`config.mk`:
```
export PLATFORM = sky130hd
export DESIGN_NAME = cubic_bezier_spline_generator_core
export DESIGN_NICKNAME = d
export VERILOG_FILES = /design/src/hw/rtl/cbsg_pkg.sv /design/src/hw/rtl/cubic_bezier_spline_generator_core.sv /design/src/hw/rtl/cbsg_front.sv /design/src/hw/rtl/cbsg_queue.sv /design/src/hw/rtl/cbsg_round.sv /design/src/hw/rtl/cbsg_back.sv
export SDC_FILE = /design/constraint.sdc
export NUM_CORES = 2
export LEC_CHECK = 0
export BUFFER_PORTS_ARGS = -buffer_cell sky130_fd_sc_hd__buf_2
export CAP_MARGIN = 20
export CORE_UTILIZATION = 53
export DETAILED_ROUTE_END_ITERATION = 10
export PLACE_DENSITY = 0.71
export SLEW_MARGIN = 10
export SYNTH_ARGS = -nofsm -noshare
export SYNTH_HDL_FRONTEND = slang
export SYNTH_SLANG_ARGS = --single-unit
```
`constraint.sdc`:
```
create_clock -name clk -period 27.6 [get_ports clk]
set_clock_uncertainty 0.05 [all_clocks]
set_input_delay 5.52 -clock clk [delete_from_list [all_inputs] [get_ports clk]]
set_output_delay 5.52 -clock clk [all_outputs]
set_load 0.005 [all_outputs]
```
`src/hw/rtl/cbsg_pkg.sv`:
```
// ----------------------------------------------------------------------------
// cbsg_pkg
// Shared types and constants of the cubic Bezier spline generator: coordinate
// format, the curve job passed from the front end to the back end, sequencer
// states and the fixed-point rounding constants.
// ----------------------------------------------------------------------------
`default_nettype none

package cbsg_pkg;

  // Coordinates are signed Q4.12.
  localparam int CW = 16;
  // Stream data word: x in the low half, y above it, padded to whole bytes.
  localparam int TDATA_W = ((2 * CW + 7) / 8) * 8;

  // Section count register.
  localparam int SC_W = 4;
  localparam logic [SC_W-1:0] SC_RESET = 4'd10;
  localparam int SC_MAX_CODE = (1 << SC_W) - 1;
  localparam int MAX_SECTIONS_DEF = 15;

  // Bezier coefficients need four bits above the coordinate width.
  localparam int COEF_W = CW + 4;

  // Depth of the job queue between front and back.
  localparam int QDEPTH = 2;

  // Rounding: r = floor((num + 500) / 1000), saturated to CW bits.
  localparam longint SAT_SPAN = 1000 * (longint'(1) << (CW - 1));
  localparam longint HI_LIM = SAT_SPAN - 500;
  localparam longint LO_LIM = -(SAT_SPAN + 500);
  localparam longint BIAS = SAT_SPAN + 500;
  // Biased value below 1000 * 2^CW, then split as /8 followed by /125.
  localparam int V_W = CW + 10;
  localparam int DIV_SHIFT = 3;
  localparam int DIV_ODD = 125;
  localparam int U_W = V_W - DIV_SHIFT;
  // floor(2^30 / 125): the estimate is low by at most one.
  localparam int RECIP_W = 24;
  localparam int RECIP = 8589934;
  localparam int RECIP_SH = 30;
  localparam int REM_W = 8;
  // Register stages of the rounding pipeline.
  localparam int RND_LAT = 4;

  typedef struct packed {
    logic signed [CW-1:0] ax;
    logic signed [CW-1:0] bx;
    logic signed [CW-1:0] cx;
    logic signed [CW-1:0] dx;
    logic signed [CW-1:0] ay;
    logic signed [CW-1:0] by;
    logic signed [CW-1:0] cy;
    logic signed [CW-1:0] dy;
    logic [SC_W-1:0]      sc;
  } job_t;

  typedef struct packed {
    logic full;
    logic valid;
  } queue_status_t;

  typedef enum logic [3:0] {
    ST_IDLE  = 4'b0001,
    ST_COEF  = 4'b0010,
    ST_PRIME = 4'b0100,
    ST_RUN   = 4'b1000
  } seq_state_t;

  // Accumulator width for curves of up to eff_max sections.
  function automatic int num_width(input int eff_max);
    return COEF_W + 3 * $clog2(eff_max + 10);
  endfunction

endpackage

`default_nettype wire

```
`src/hw/rtl/cubic_bezier_spline_generator_core.sv`:
```
// ----------------------------------------------------------------------------
// cubic_bezier_spline_generator_core
// Turns a stream of control points into sampled cubic Bezier curves.
//
//   Channel  Direction  Handshake             Payload
//   in_      slave      in_tvalid/in_tready   tdata: point_x, point_y; tlast: end_of_spline
//   out_     master     out_tvalid/out_tready tdata: curve_x, curve_y; tlast: last_of_curve
//   cfg_     slave      cfg_valid/cfg_ready   data: section_count
//
// A point is taken whenever the job queue has room. A curve passes the back
// end in order: load the job, set up the coefficients, prime the differences,
// then one sample per cycle from the forward-difference accumulators while
// the output is not held. Samples then pass through the rounding pipeline.
// Reset is synchronous and needs no clearing pass.
// Low out_tready while a result is offered holds the back end; points are
// still taken until the two-entry job queue is full.
// ----------------------------------------------------------------------------
`default_nettype none

module cubic_bezier_spline_generator_core #(
  parameter int MAX_SECTIONS = cbsg_pkg::MAX_SECTIONS_DEF
) (
  input  wire logic                         clk,
  input  wire logic                         rst_n,
  input  wire logic                         in_tvalid,
  output logic                              in_tready,
  // [15:0] point_x, [31:16] point_y
  input  wire logic [cbsg_pkg::TDATA_W-1:0] in_tdata,
  input  wire logic                         in_tlast,
  output logic                              out_tvalid,
  input  wire logic                         out_tready,
  // [15:0] curve_x, [31:16] curve_y
  output logic [cbsg_pkg::TDATA_W-1:0]      out_tdata,
  output logic                              out_tlast,
  input  wire logic                         cfg_valid,
  output logic                              cfg_ready,
  input  wire logic [cbsg_pkg::SC_W-1:0]    cfg_data
);
  import cbsg_pkg::*;

  logic [SC_W-1:0] sc_r;
  queue_status_t   q_stat;
  job_t            push_job, pop_job;
  logic            push, pop;

  assign cfg_ready = 1'b1;

  always_ff @(posedge clk) begin
    if (!rst_n) begin
      sc_r <= SC_RESET;
    end else if (cfg_valid && cfg_ready) begin
      sc_r <= cfg_data;
    end
  end

  cbsg_front #(
    .MAX_SECTIONS(MAX_SECTIONS)
  ) u_front (
    .clk       (clk),
    .rst_n     (rst_n),
    .in_tvalid (in_tvalid),
    .in_tready (in_tready),
    .in_tdata  (in_tdata),
    .in_tlast  (in_tlast),
    .sc_cfg    (sc_r),
    .q_stat    (q_stat),
    .push      (push),
    .push_job  (push_job)
  );

  cbsg_queue u_queue (
    .clk      (clk),
    .rst_n    (rst_n),
    .push     (push),
    .push_job (push_job),
    .pop      (pop),
    .q_stat   (q_stat),
    .pop_job  (pop_job)
  );

  cbsg_back #(
    .MAX_SECTIONS(MAX_SECTIONS)
  ) u_back (
    .clk        (clk),
    .rst_n      (rst_n),
    .q_stat     (q_stat),
    .pop_job    (pop_job),
    .pop        (pop),
    .out_tvalid (out_tvalid),
    .out_tready (out_tready),
    .out_tdata  (out_tdata),
    .out_tlast  (out_tlast)
  );

endmodule

`default_nettype wire

```
`src/hw/rtl/cbsg_front.sv`:
```
// ----------------------------------------------------------------------------
// cbsg_front
// Accepts control points, keeps the three previous points and the fill count,
// and pushes a curve job whenever a point completes a curve.
// ----------------------------------------------------------------------------
`default_nettype none

module cbsg_front #(
  parameter int MAX_SECTIONS = cbsg_pkg::MAX_SECTIONS_DEF
) (
  input  wire logic                         clk,
  input  wire logic                         rst_n,
  input  wire logic                         in_tvalid,
  output logic                              in_tready,
  input  wire logic [cbsg_pkg::TDATA_W-1:0] in_tdata,
  input  wire logic                         in_tlast,
  input  wire logic [cbsg_pkg::SC_W-1:0]    sc_cfg,
  input  wire cbsg_pkg::queue_status_t      q_stat,
  output logic                              push,
  output cbsg_pkg::job_t                    push_job
);
  import cbsg_pkg::*;

  localparam logic [2:0] FILL_FULL  = 3'd4;
  localparam logic [2:0] FILL_AFTER = 3'd2;

  logic [2:0]           fill_r, fill_nxt;
  logic signed [CW-1:0] wx_r [3];
  logic signed [CW-1:0] wy_r [3];
  logic signed [CW-1:0] px, py;
  logic                 accept, emit;
  logic [SC_W-1:0]      sc_clamped;

  assign in_tready = ~q_stat.full;
  assign accept    = in_tvalid & in_tready;
  assign px        = in_tdata[CW-1:0];
  assign py        = in_tdata[2*CW-1:CW];
  assign emit      = (fill_r == FILL_FULL);
  assign push      = accept & emit;

  always_comb begin
    if (MAX_SECTIONS < SC_MAX_CODE && int'(sc_cfg) > MAX_SECTIONS) begin
      sc_clamped = SC_W'(MAX_SECTIONS);
    end else begin
      sc_clamped = sc_cfg;
    end
  end

  always_comb begin
    push_job.ax = wx_r[0];
    push_job.bx = wx_r[1];
    push_job.cx = wx_r[2];
    push_job.dx = px;
    push_job.ay = wy_r[0];
    push_job.by = wy_r[1];
    push_job.cy = wy_r[2];
    push_job.dy = py;
    push_job.sc = sc_clamped;
  end

  always_comb begin
    fill_nxt = fill_r;
    if (accept) begin
      if (in_tlast) begin
        fill_nxt = '0;
      end else if (emit) begin
        fill_nxt = FILL_AFTER;
      end else begin
        fill_nxt = fill_r + 3'd1;
      end
    end
  end

  always_ff @(posedge clk) begin
    if (!rst_n) begin
      fill_r <= '0;
    end else begin
      fill_r <= fill_nxt;
    end
  end

  // Window contents are only read once the fill count says they are valid.
  always_ff @(posedge clk) begin
    if (accept) begin
      wx_r[0] <= wx_r[1];
      wx_r[1] <= wx_r[2];
      wx_r[2] <= px;
      wy_r[0] <= wy_r[1];
      wy_r[1] <= wy_r[2];
      wy_r[2] <= py;
    end
  end

endmodule

`default_nettype wire

```
`src/hw/rtl/cbsg_queue.sv`:
```
// ----------------------------------------------------------------------------
// cbsg_queue
// Short queue of curve jobs between the front end and the back end.
// ----------------------------------------------------------------------------
`default_nettype none

module cbsg_queue (
  input  wire logic                    clk,
  input  wire logic                    rst_n,
  input  wire logic                    push,
  input  wire cbsg_pkg::job_t          push_job,
  input  wire logic                    pop,
  output cbsg_pkg::queue_status_t      q_stat,
  output cbsg_pkg::job_t               pop_job
);
  import cbsg_pkg::*;

  localparam int PTR_W = (QDEPTH > 1) ? $clog2(QDEPTH) : 1;
  localparam int CNT_W = $clog2(QDEPTH + 1);

  job_t             mem_r [QDEPTH];
  logic [PTR_W-1:0] wr_ptr_r, wr_ptr_nxt;
  logic [PTR_W-1:0] rd_ptr_r, rd_ptr_nxt;
  logic [CNT_W-1:0] cnt_r, cnt_nxt;
  logic             do_push, do_pop;

  assign q_stat.full  = (cnt_r == CNT_W'(QDEPTH));
  assign q_stat.valid = (cnt_r != '0);
  assign do_push      = push & ~q_stat.full;
  assign do_pop       = pop & q_stat.valid;
  assign pop_job      = mem_r[rd_ptr_r];

  always_comb begin
    wr_ptr_nxt = wr_ptr_r;
    rd_ptr_nxt = rd_ptr_r;
    cnt_nxt    = cnt_r;
    if (do_push) begin
      wr_ptr_nxt = (wr_ptr_r == PTR_W'(QDEPTH - 1)) ? '0 : wr_ptr_r + PTR_W'(1);
    end
    if (do_pop) begin
      rd_ptr_nxt = (rd_ptr_r == PTR_W'(QDEPTH - 1)) ? '0 : rd_ptr_r + PTR_W'(1);
    end
    if (do_push && !do_pop) begin
      cnt_nxt = cnt_r + CNT_W'(1);
    end else if (do_pop && !do_push) begin
      cnt_nxt = cnt_r - CNT_W'(1);
    end
  end

  always_ff @(posedge clk) begin
    if (!rst_n) begin
      wr_ptr_r <= '0;
      rd_ptr_r <= '0;
      cnt_r    <= '0;
    end else begin
      wr_ptr_r <= wr_ptr_nxt;
      rd_ptr_r <= rd_ptr_nxt;
      cnt_r    <= cnt_nxt;
    end
  end

  always_ff @(posedge clk) begin
    if (do_push) begin
      mem_r[wr_ptr_r] <= push_job;
    end
  end

endmodule

`default_nettype wire

```
`src/hw/rtl/cbsg_round.sv`:
```
// ----------------------------------------------------------------------------
// cbsg_round
// Four-stage pipeline that turns an accumulator value into a coordinate:
// divide by 1000 rounding half up, then saturate to the signed range.
// ----------------------------------------------------------------------------
`default_nettype none

module cbsg_round #(
  parameter int NUM_W = cbsg_pkg::num_width(cbsg_pkg::MAX_SECTIONS_DEF)
) (
  input  wire logic                    clk,
  input  wire logic                    ce,
  input  wire logic signed [NUM_W-1:0] num,
  output logic [cbsg_pkg::CW-1:0]      res
);
  import cbsg_pkg::*;

  localparam logic signed [NUM_W-1:0] HI_C   = NUM_W'(HI_LIM);
  localparam logic signed [NUM_W-1:0] LO_C   = NUM_W'(LO_LIM);
  localparam logic signed [NUM_W-1:0] BIAS_C = NUM_W'(BIAS);
  localparam int PROD_W = U_W + RECIP_W;

  logic signed [NUM_W-1:0] v;
  logic [U_W-1:0]          u1_r, u2_r;
  logic                    hi1_r, lo1_r, hi2_r, lo2_r, hi3_r, lo3_r;
  logic [PROD_W-1:0]       prod2_r;
  logic [CW-1:0]           q_est, q3_r, q4;
  logic [U_W-1:0]          rem_full;
  logic [REM_W-1:0]        rem3_r;
  logic [CW-1:0]           res_r;

  // In range, the biased value is non-negative and below 1000 * 2^CW.
  assign v        = num + BIAS_C;
  assign q_est    = prod2_r[RECIP_SH +: CW];
  assign rem_full = u2_r - U_W'(q_est) * U_W'(DIV_ODD);
  assign q4       = q3_r + CW'(rem3_r >= REM_W'(DIV_ODD));
  assign res      = res_r;

  always_ff @(posedge clk) begin
    if (ce) begin
      hi1_r   <= (num >= HI_C);
      lo1_r   <= (num < LO_C);
      u1_r    <= v[V_W-1:DIV_SHIFT];

      hi2_r   <= hi1_r;
      lo2_r   <= lo1_r;
      u2_r    <= u1_r;
      prod2_r <= PROD_W'(u1_r) * PROD_W'(RECIP);

      hi3_r   <= hi2_r;
      lo3_r   <= lo2_r;
      q3_r    <= q_est;
      rem3_r  <= rem_full[REM_W-1:0];

      // The quotient carries the bias of 2^(CW-1); flipping the top bit removes it.
      if (hi3_r) begin
        res_r <= {1'b0, {(CW-1){1'b1}}};
      end else if (lo3_r) begin
        res_r <= {1'b1, {(CW-1){1'b0}}};
      end else begin
        res_r <= {~q4[CW-1], q4[CW-2:0]};
      end
    end
  end

endmodule

`default_nettype wire

```
`src/hw/rtl/cbsg_back.sv`:
```
// ----------------------------------------------------------------------------
// cbsg_back
// Curve sequencer: takes a job from the queue, derives the cubic coefficients,
// and steps the curve by forward differences, one sample per cycle while the
// output is not held, into the rounding pipelines and the output register.
// ----------------------------------------------------------------------------
`default_nettype none

module cbsg_back #(
  parameter int MAX_SECTIONS = cbsg_pkg::MAX_SECTIONS_DEF
) (
  input  wire logic                          clk,
  input  wire logic                          rst_n,
  input  wire cbsg_pkg::queue_status_t       q_stat,
  input  wire cbsg_pkg::job_t                pop_job,
  output logic                               pop,
  output logic                               out_tvalid,
  input  wire logic                          out_tready,
  output logic [cbsg_pkg::TDATA_W-1:0]       out_tdata,
  output logic                               out_tlast
);
  import cbsg_pkg::*;

  localparam int EFF_MAX = (MAX_SECTIONS < SC_MAX_CODE) ? MAX_SECTIONS : SC_MAX_CODE;
  localparam int NUM_W   = num_width(EFF_MAX);
  localparam int N_W     = $clog2(EFF_MAX + 1);

  localparam logic signed [COEF_W-1:0] C3    = COEF_W'(3);
  localparam logic signed [COEF_W-1:0] C6    = COEF_W'(6);
  localparam logic signed [NUM_W-1:0]  K6    = NUM_W'(6);
  localparam logic signed [NUM_W-1:0]  K10   = NUM_W'(10);
  localparam logic signed [NUM_W-1:0]  K20   = NUM_W'(20);
  localparam logic signed [NUM_W-1:0]  K100  = NUM_W'(100);
  localparam logic signed [NUM_W-1:0]  K1000 = NUM_W'(1000);

  seq_state_t state_r, state_nxt;
  job_t       job_r;
  logic [N_W-1:0] n_r;

  logic signed [CW-1:0]     pa [2];
  logic signed [CW-1:0]     pb [2];
  logic signed [CW-1:0]     pc [2];
  logic signed [CW-1:0]     pd [2];
  logic signed [COEF_W-1:0] ca_r [2];
  logic signed [COEF_W-1:0] cb_r [2];
  logic signed [COEF_W-1:0] cc_r [2];
  logic signed [NUM_W-1:0]  num_r [2];
  logic signed [NUM_W-1:0]  d1_r [2];
  logic signed [NUM_W-1:0]  d2_r [2];
  logic signed [NUM_W-1:0]  d3_r [2];
  logic [CW-1:0]            res [2];

  logic [RND_LAT-1:0] vpipe_r;
  logic [RND_LAT-1:0] lpipe_r;
  logic               ce, issue, last_smp;

  // The sample steps and the rounding pipelines advance together; a held result freezes them.
  assign ce       = ~vpipe_r[RND_LAT-1] | out_tready;
  assign last_smp = (SC_W'(n_r) == job_r.sc);
  assign issue    = (state_r == ST_RUN) & ce;
  assign pop      = (state_r == ST_IDLE) & q_stat.valid;

  assign pa[0] = job_r.ax;
  assign pb[0] = job_r.bx;
  assign pc[0] = job_r.cx;
  assign pd[0] = job_r.dx;
  assign pa[1] = job_r.ay;
  assign pb[1] = job_r.by;
  assign pc[1] = job_r.cy;
  assign pd[1] = job_r.dy;

  always_comb begin
    state_nxt = state_r;
    case (state_r)
      ST_IDLE: begin
        if (q_stat.valid) begin
          state_nxt = ST_COEF;
        end
      end
      ST_COEF:  state_nxt = ST_PRIME;
      ST_PRIME: state_nxt = ST_RUN;
      ST_RUN: begin
        if (ce && last_smp) begin
          state_nxt = ST_IDLE;
        end
      end
      default: state_nxt = ST_IDLE;
    endcase
  end

  always_ff @(posedge clk) begin
    if (!rst_n) begin
      state_r <= ST_IDLE;
      vpipe_r <= '0;
    end else begin
      state_r <= state_nxt;
      if (ce) begin
        vpipe_r <= {vpipe_r[RND_LAT-2:0], issue};
      end
    end
  end

  always_ff @(posedge clk) begin
    if (pop) begin
      job_r <= pop_job;
    end
    if (ce) begin
      lpipe_r <= {lpipe_r[RND_LAT-2:0], last_smp};
    end
    for (int k = 0; k < 2; k++) begin
      if (state_r == ST_COEF) begin
        ca_r[k] <= COEF_W'(pd[k]) - COEF_W'(pa[k]) + C3 * (COEF_W'(pb[k]) - COEF_W'(pc[k]));
        cb_r[k] <= C3 * (COEF_W'(pa[k]) + COEF_W'(pc[k])) - C6 * COEF_W'(pb[k]);
        cc_r[k] <= C3 * (COEF_W'(pb[k]) - COEF_W'(pa[k]));
      end
      // Differences of A*n^3 + 10*B*n^2 + 100*C*n + 1000*a at n = 0.
      if (state_r == ST_PRIME) begin
        num_r[k] <= K1000 * NUM_W'(pa[k]);
        d1_r[k]  <= NUM_W'(ca_r[k]) + K10 * NUM_W'(cb_r[k]) + K100 * NUM_W'(cc_r[k]);
        d2_r[k]  <= K6 * NUM_W'(ca_r[k]) + K20 * NUM_W'(cb_r[k]);
        d3_r[k]  <= K6 * NUM_W'(ca_r[k]);
      end else if (issue) begin
        num_r[k] <= num_r[k] + d1_r[k];
        d1_r[k]  <= d1_r[k] + d2_r[k];
        d2_r[k]  <= d2_r[k] + d3_r[k];
      end
    end
    if (state_r == ST_PRIME) begin
      n_r <= '0;
    end else if (issue) begin
      n_r <= n_r + N_W'(1);
    end
  end

  for (genvar g = 0; g < 2; g++) begin : g_rnd
    cbsg_round #(
      .NUM_W(NUM_W)
    ) u_round (
      .clk (clk),
      .ce  (ce),
      .num (num_r[g]),
      .res (res[g])
    );
  end

  assign out_tvalid = vpipe_r[RND_LAT-1];
  assign out_tlast  = lpipe_r[RND_LAT-1];
  assign out_tdata  = TDATA_W'({res[1], res[0]});

endmodule

`default_nettype wire

```
==> results.txt <==
----------------------------------------------------
[Worst setup path]
  Critical path class ... primary input to flop
  Required time of the critical path ... 27.97 ns
  Critical path endpoint ... u_back.d2_r[0][24]
  Worst setup SP type ... primary input
  R2R cell count ... 30
  R2R setup slack ... 20.21 ns
  Setup crit start ... out_tready
  CP Capture Type ... flop
  Critical register-to-register path endpoint ... u_back.d1_r[1][28]
  Largest fanout of any net on the critical path ... 58
  Reg-to-Reg Start ... u_back.cb_r[0][21]
  Critical path arrival ... 8.43 ns

[Worst hold path]
  Hold WC Path Type ... flop to flop

[Global routing]
  Number of global-route vias before repair ... 68650
  Initial antenna violation count ... 3
  Wire length of the first global-routing pass ... 343.0 mm
  Total overflow reported by the global router ... 0
  GR Util All Layers ... 22.73%
  Maximum number of pins on one net before global-route repair ... 175

[Floorplanning]
  Core ar. ... 183500 sq um
  Cell Rows ... 157
  Vertical extent of the die ... 432.3 microns
  Starting utilization of the core area ... 53.49%
  I/O pin count ... 78
  Die Width ... 432.3 microns
  Die Area ... 186900 sq um

[Yosys]
  Most common flop cell mapped by yosys ... sky130_fd_sc_hd__edfxtp_1
  Cell Area, Synth ... 98140 sq um
  Top cell type by total area after synthesis ... sky130_fd_sc_hd__edfxtp_1
  Net count after synthesis ... 11430
  Share of the yosys chip area belonging to registers ... 32.78%
  Number of standard cells after synthesis ... 9145
  Share of flip-flops with an asynchronous set or reset ... 0%
  Number of enable flip-flop cells after synthesis ... 1056
  Yosys warning total ... 0
  FF+latch count, synth ... 1079
  Average instance area after synthesis ... 10.73 sq um
  Count of distinct cell types in the synthesized netlist ... 85
  Share of Yosys cell area claimed by the top area cell type ... 32.31%
  Synth top area cells ... sky130_fd_sc_hd__edfxtp_1 (32%), sky130_fd_sc_hd__ha_1 (21%), sky130_fd_sc_hd__fa_1 (11%), sky130_fd_sc_hd__inv_1 (4.9%), sky130_fd_sc_hd__xnor2_1 (4.4%)

[Placed design]
  Final HPWL DP ... 166.2 mm
  Dpl cells ... 11620
  Quantity of I/O buffers inserted on ports ... 76
  Placer's final routability congestion estimate ... 0.9028

[Clocking]
  Clock tree root buffer cell ... sky130_fd_sc_hd__clkbuf_16
  Clock-pin slew on the worst setup and hold paths ... 0.06 ns
  Number of H-tree levels ... 3
  Maximum buffer depth of the clock tree ... 3
  Clock network latency to the later pin of the worst-skew pair ... 0.79 ns
  CTS Hold Bufs ... 0
  Number of setup buffers added after CTS ... 0
  Post-cts sizing count ... 0
  Number of clock sinks ... 1079
  CTS tree ... yes
  Number of buffers created by CTS ... 118

[Routing]
  Final ANT Viol Nets ... 0
  Pre-antenna DRT Iters ... 6
  Aggregate routed wire length ... 210.0 mm
  Routed length per placed instance ... 17.74 microns
  1st-iter DRT viols ... 3675
  Count of vias placed by the detailed router ... 66260
  Post-route DRC violation count ... 0
  Routed vias/inst ... 5.597

[STA]
  Number of endpoints with negative hold slack in the final report ... 0
  Unrepaired setup endpoints after global routing ... false
  Total setup violations reported at the end of the flow ... 0
  Slew Limit Headroom ... 31.47%
  Transition time at the pin with the least slew margin ... 1.015 ns
  Setup TNS after final layout ... 0 ns
  Max-slew violation total from the final report ... 0
  Period utilisation layout ... 29.19%
  Max Fclk ... 124.1 MHz
  Tmin final ... 8.057 ns

[Final layout]
  Leading cell types in the layout, fill and taps excluded ... sky130_fd_sc_hd__ha_1 (1680), sky130_fd_sc_hd__inv_1 (1284), sky130_fd_sc_hd__edfxtp_1 (1056)
  Number of nets at the end of the flow ... 11560
  Most frequent standard cell in the layout excluding fill and tap cells ... sky130_fd_sc_hd__ha_1
  Utilization after layout ... 57.46%
  Filler cells ... 15410
  Multi-input logic area ... 60860 sq um
  Layout cells sized above 1 ... 5.153%
  Final non-filler cell total ... 11840
  Storage cell area ... 32170 sq um
  Layout Area Growth over Synthesis ... 7.414%

[Run]
  Reported max-cap violation count ... 0

[Status]
  Result of the run ... completed

----------------------------------------------------
==> cells in the mapped netlist (all sizes together), types with 14 or more instances <==
master   count
ha        1680
inv       1286
edfxtp    1056
a21oi      566
fa         563
xnor2      489
o21ai      457
nor2       418
nand2      385
a21o       329
xor2       290
mux2       137
nand3      134
nor3       132
o21bai     106
nor2b      103
nand2b      86
o21a        85
clkbuf      81
a31oi       54
and3        54
nand4       54
a211oi      51
a21boi      48
and2        44
or3         44
o31ai       38
or2         25
dfxtp       23
o211ai      23
nor4        21
a31o        20
a2111oi     17
a41oi       17
mux2i       16
a211o       15
a221oi      15
and4        14
==> routing by layer <==
metal  vias to the layer above  share of wire (%)  global-route usage [%]
met4                         0                2.4                   5.866
met2                      1101                 48                   39.00
met3                       316                3.9                   2.527
met5                         -                  0                       0
met1                     32180                 46                   30.53
li1                      32670                  -                       -
==> worst min path at each step <==
stage / start / to / slack (ns) / cells past startpoint
after detailed placement: u_back.g_rnd[1].u_round.prod2_r[44] / u_back.g_rnd[1].u_round.q3_r[14] / 0.35 / 0
after floorplan: u_back.g_rnd[0].u_round.hi1_r / u_back.g_rnd[0].u_round.hi2_r / 0.35 / 0
after global placement: u_back.lpipe_r[0] / u_back.lpipe_r[1] / 0.35 / 0
after global routing: u_back.lpipe_r[1] / u_back.lpipe_r[2] / 0.37 / 0
after CTS: u_back.g_rnd[1].u_round.prod2_r[44] / u_back.g_rnd[1].u_round.q3_r[14] / 0.37 / 0
final: u_back.g_rnd[1].u_round.prod2_r[44] / u_back.g_rnd[1].u_round.q3_r[14] / 0.36 / 0
==> metrics by stage <==
stage / instance area [sq um] / hold WS, ns / setup slack [ns]
CTS: 105400 / 0.3654 / 19.57
finish: 105400 / 0.3639 / 19.54
floorplan: 98140 / 0.3503 / 12.03
global route: 105400 / 0.3708 / 19.38
detailed placement: 101500 / 0.3545 / 18.69
global placement: 101500 / 0.3508 / 18.74
==> registers in the layout, summed over array words and instances, names as in the netlist, 40 cells and up <==
signal and flops:
u_queue.mem_r 264, u_back.job_r 132, u_back.d1_r 70, u_back.num_r 70, u_back.d2_r 68, u_front.wx_r 48
u_front.wy_r 48, u_back.d3_r 46, u_back.g_rnd.u_round.u1_r 46, u_back.ca_r 40, u_back.cb_r 40, u_back.cc_r 40
==> cell type report <==
type	count	share of cell area (%)
multi-input cells	6694	57.73
flip-flops and latches	1079	30.52
clock inverters	80	0.8285
clock buffers	141	2.902
inverters	1286	4.589
diodes	1	0.002374
repair buffers	94	0.5009
well taps	2464	2.925
==> critical path: stages <==
cell and delay (ns):
sky130_fd_sc_hd__buf_2 0.08, sky130_fd_sc_hd__nor2b_1 0.04, sky130_fd_sc_hd__buf_4 0.20, sky130_fd_sc_hd__or4_4 0.66, sky130_fd_sc_hd__nand2b_4 0.47, sky130_fd_sc_hd__buf_4 0.60, sky130_fd_sc_hd__buf_4 0.74
==> logic make-up after synthesis <==
family	after synthesis	share of synthesized area (%)
flip-flops	1079	32.78
multiplexers	153	1.735
AO/OA/AOI/OAI	1958	12.69
buffers and inverters	1372	5.253
AND/OR/NAND/NOR	1560	7.684
other	1	0.003821
adder cells (fa/ha/maj)	2243	32.90
XOR/XNOR	779	6.952
Power is not shown: default switching activity piles up to over one toggle a cycle in this logic, so the estimate is an artifact.
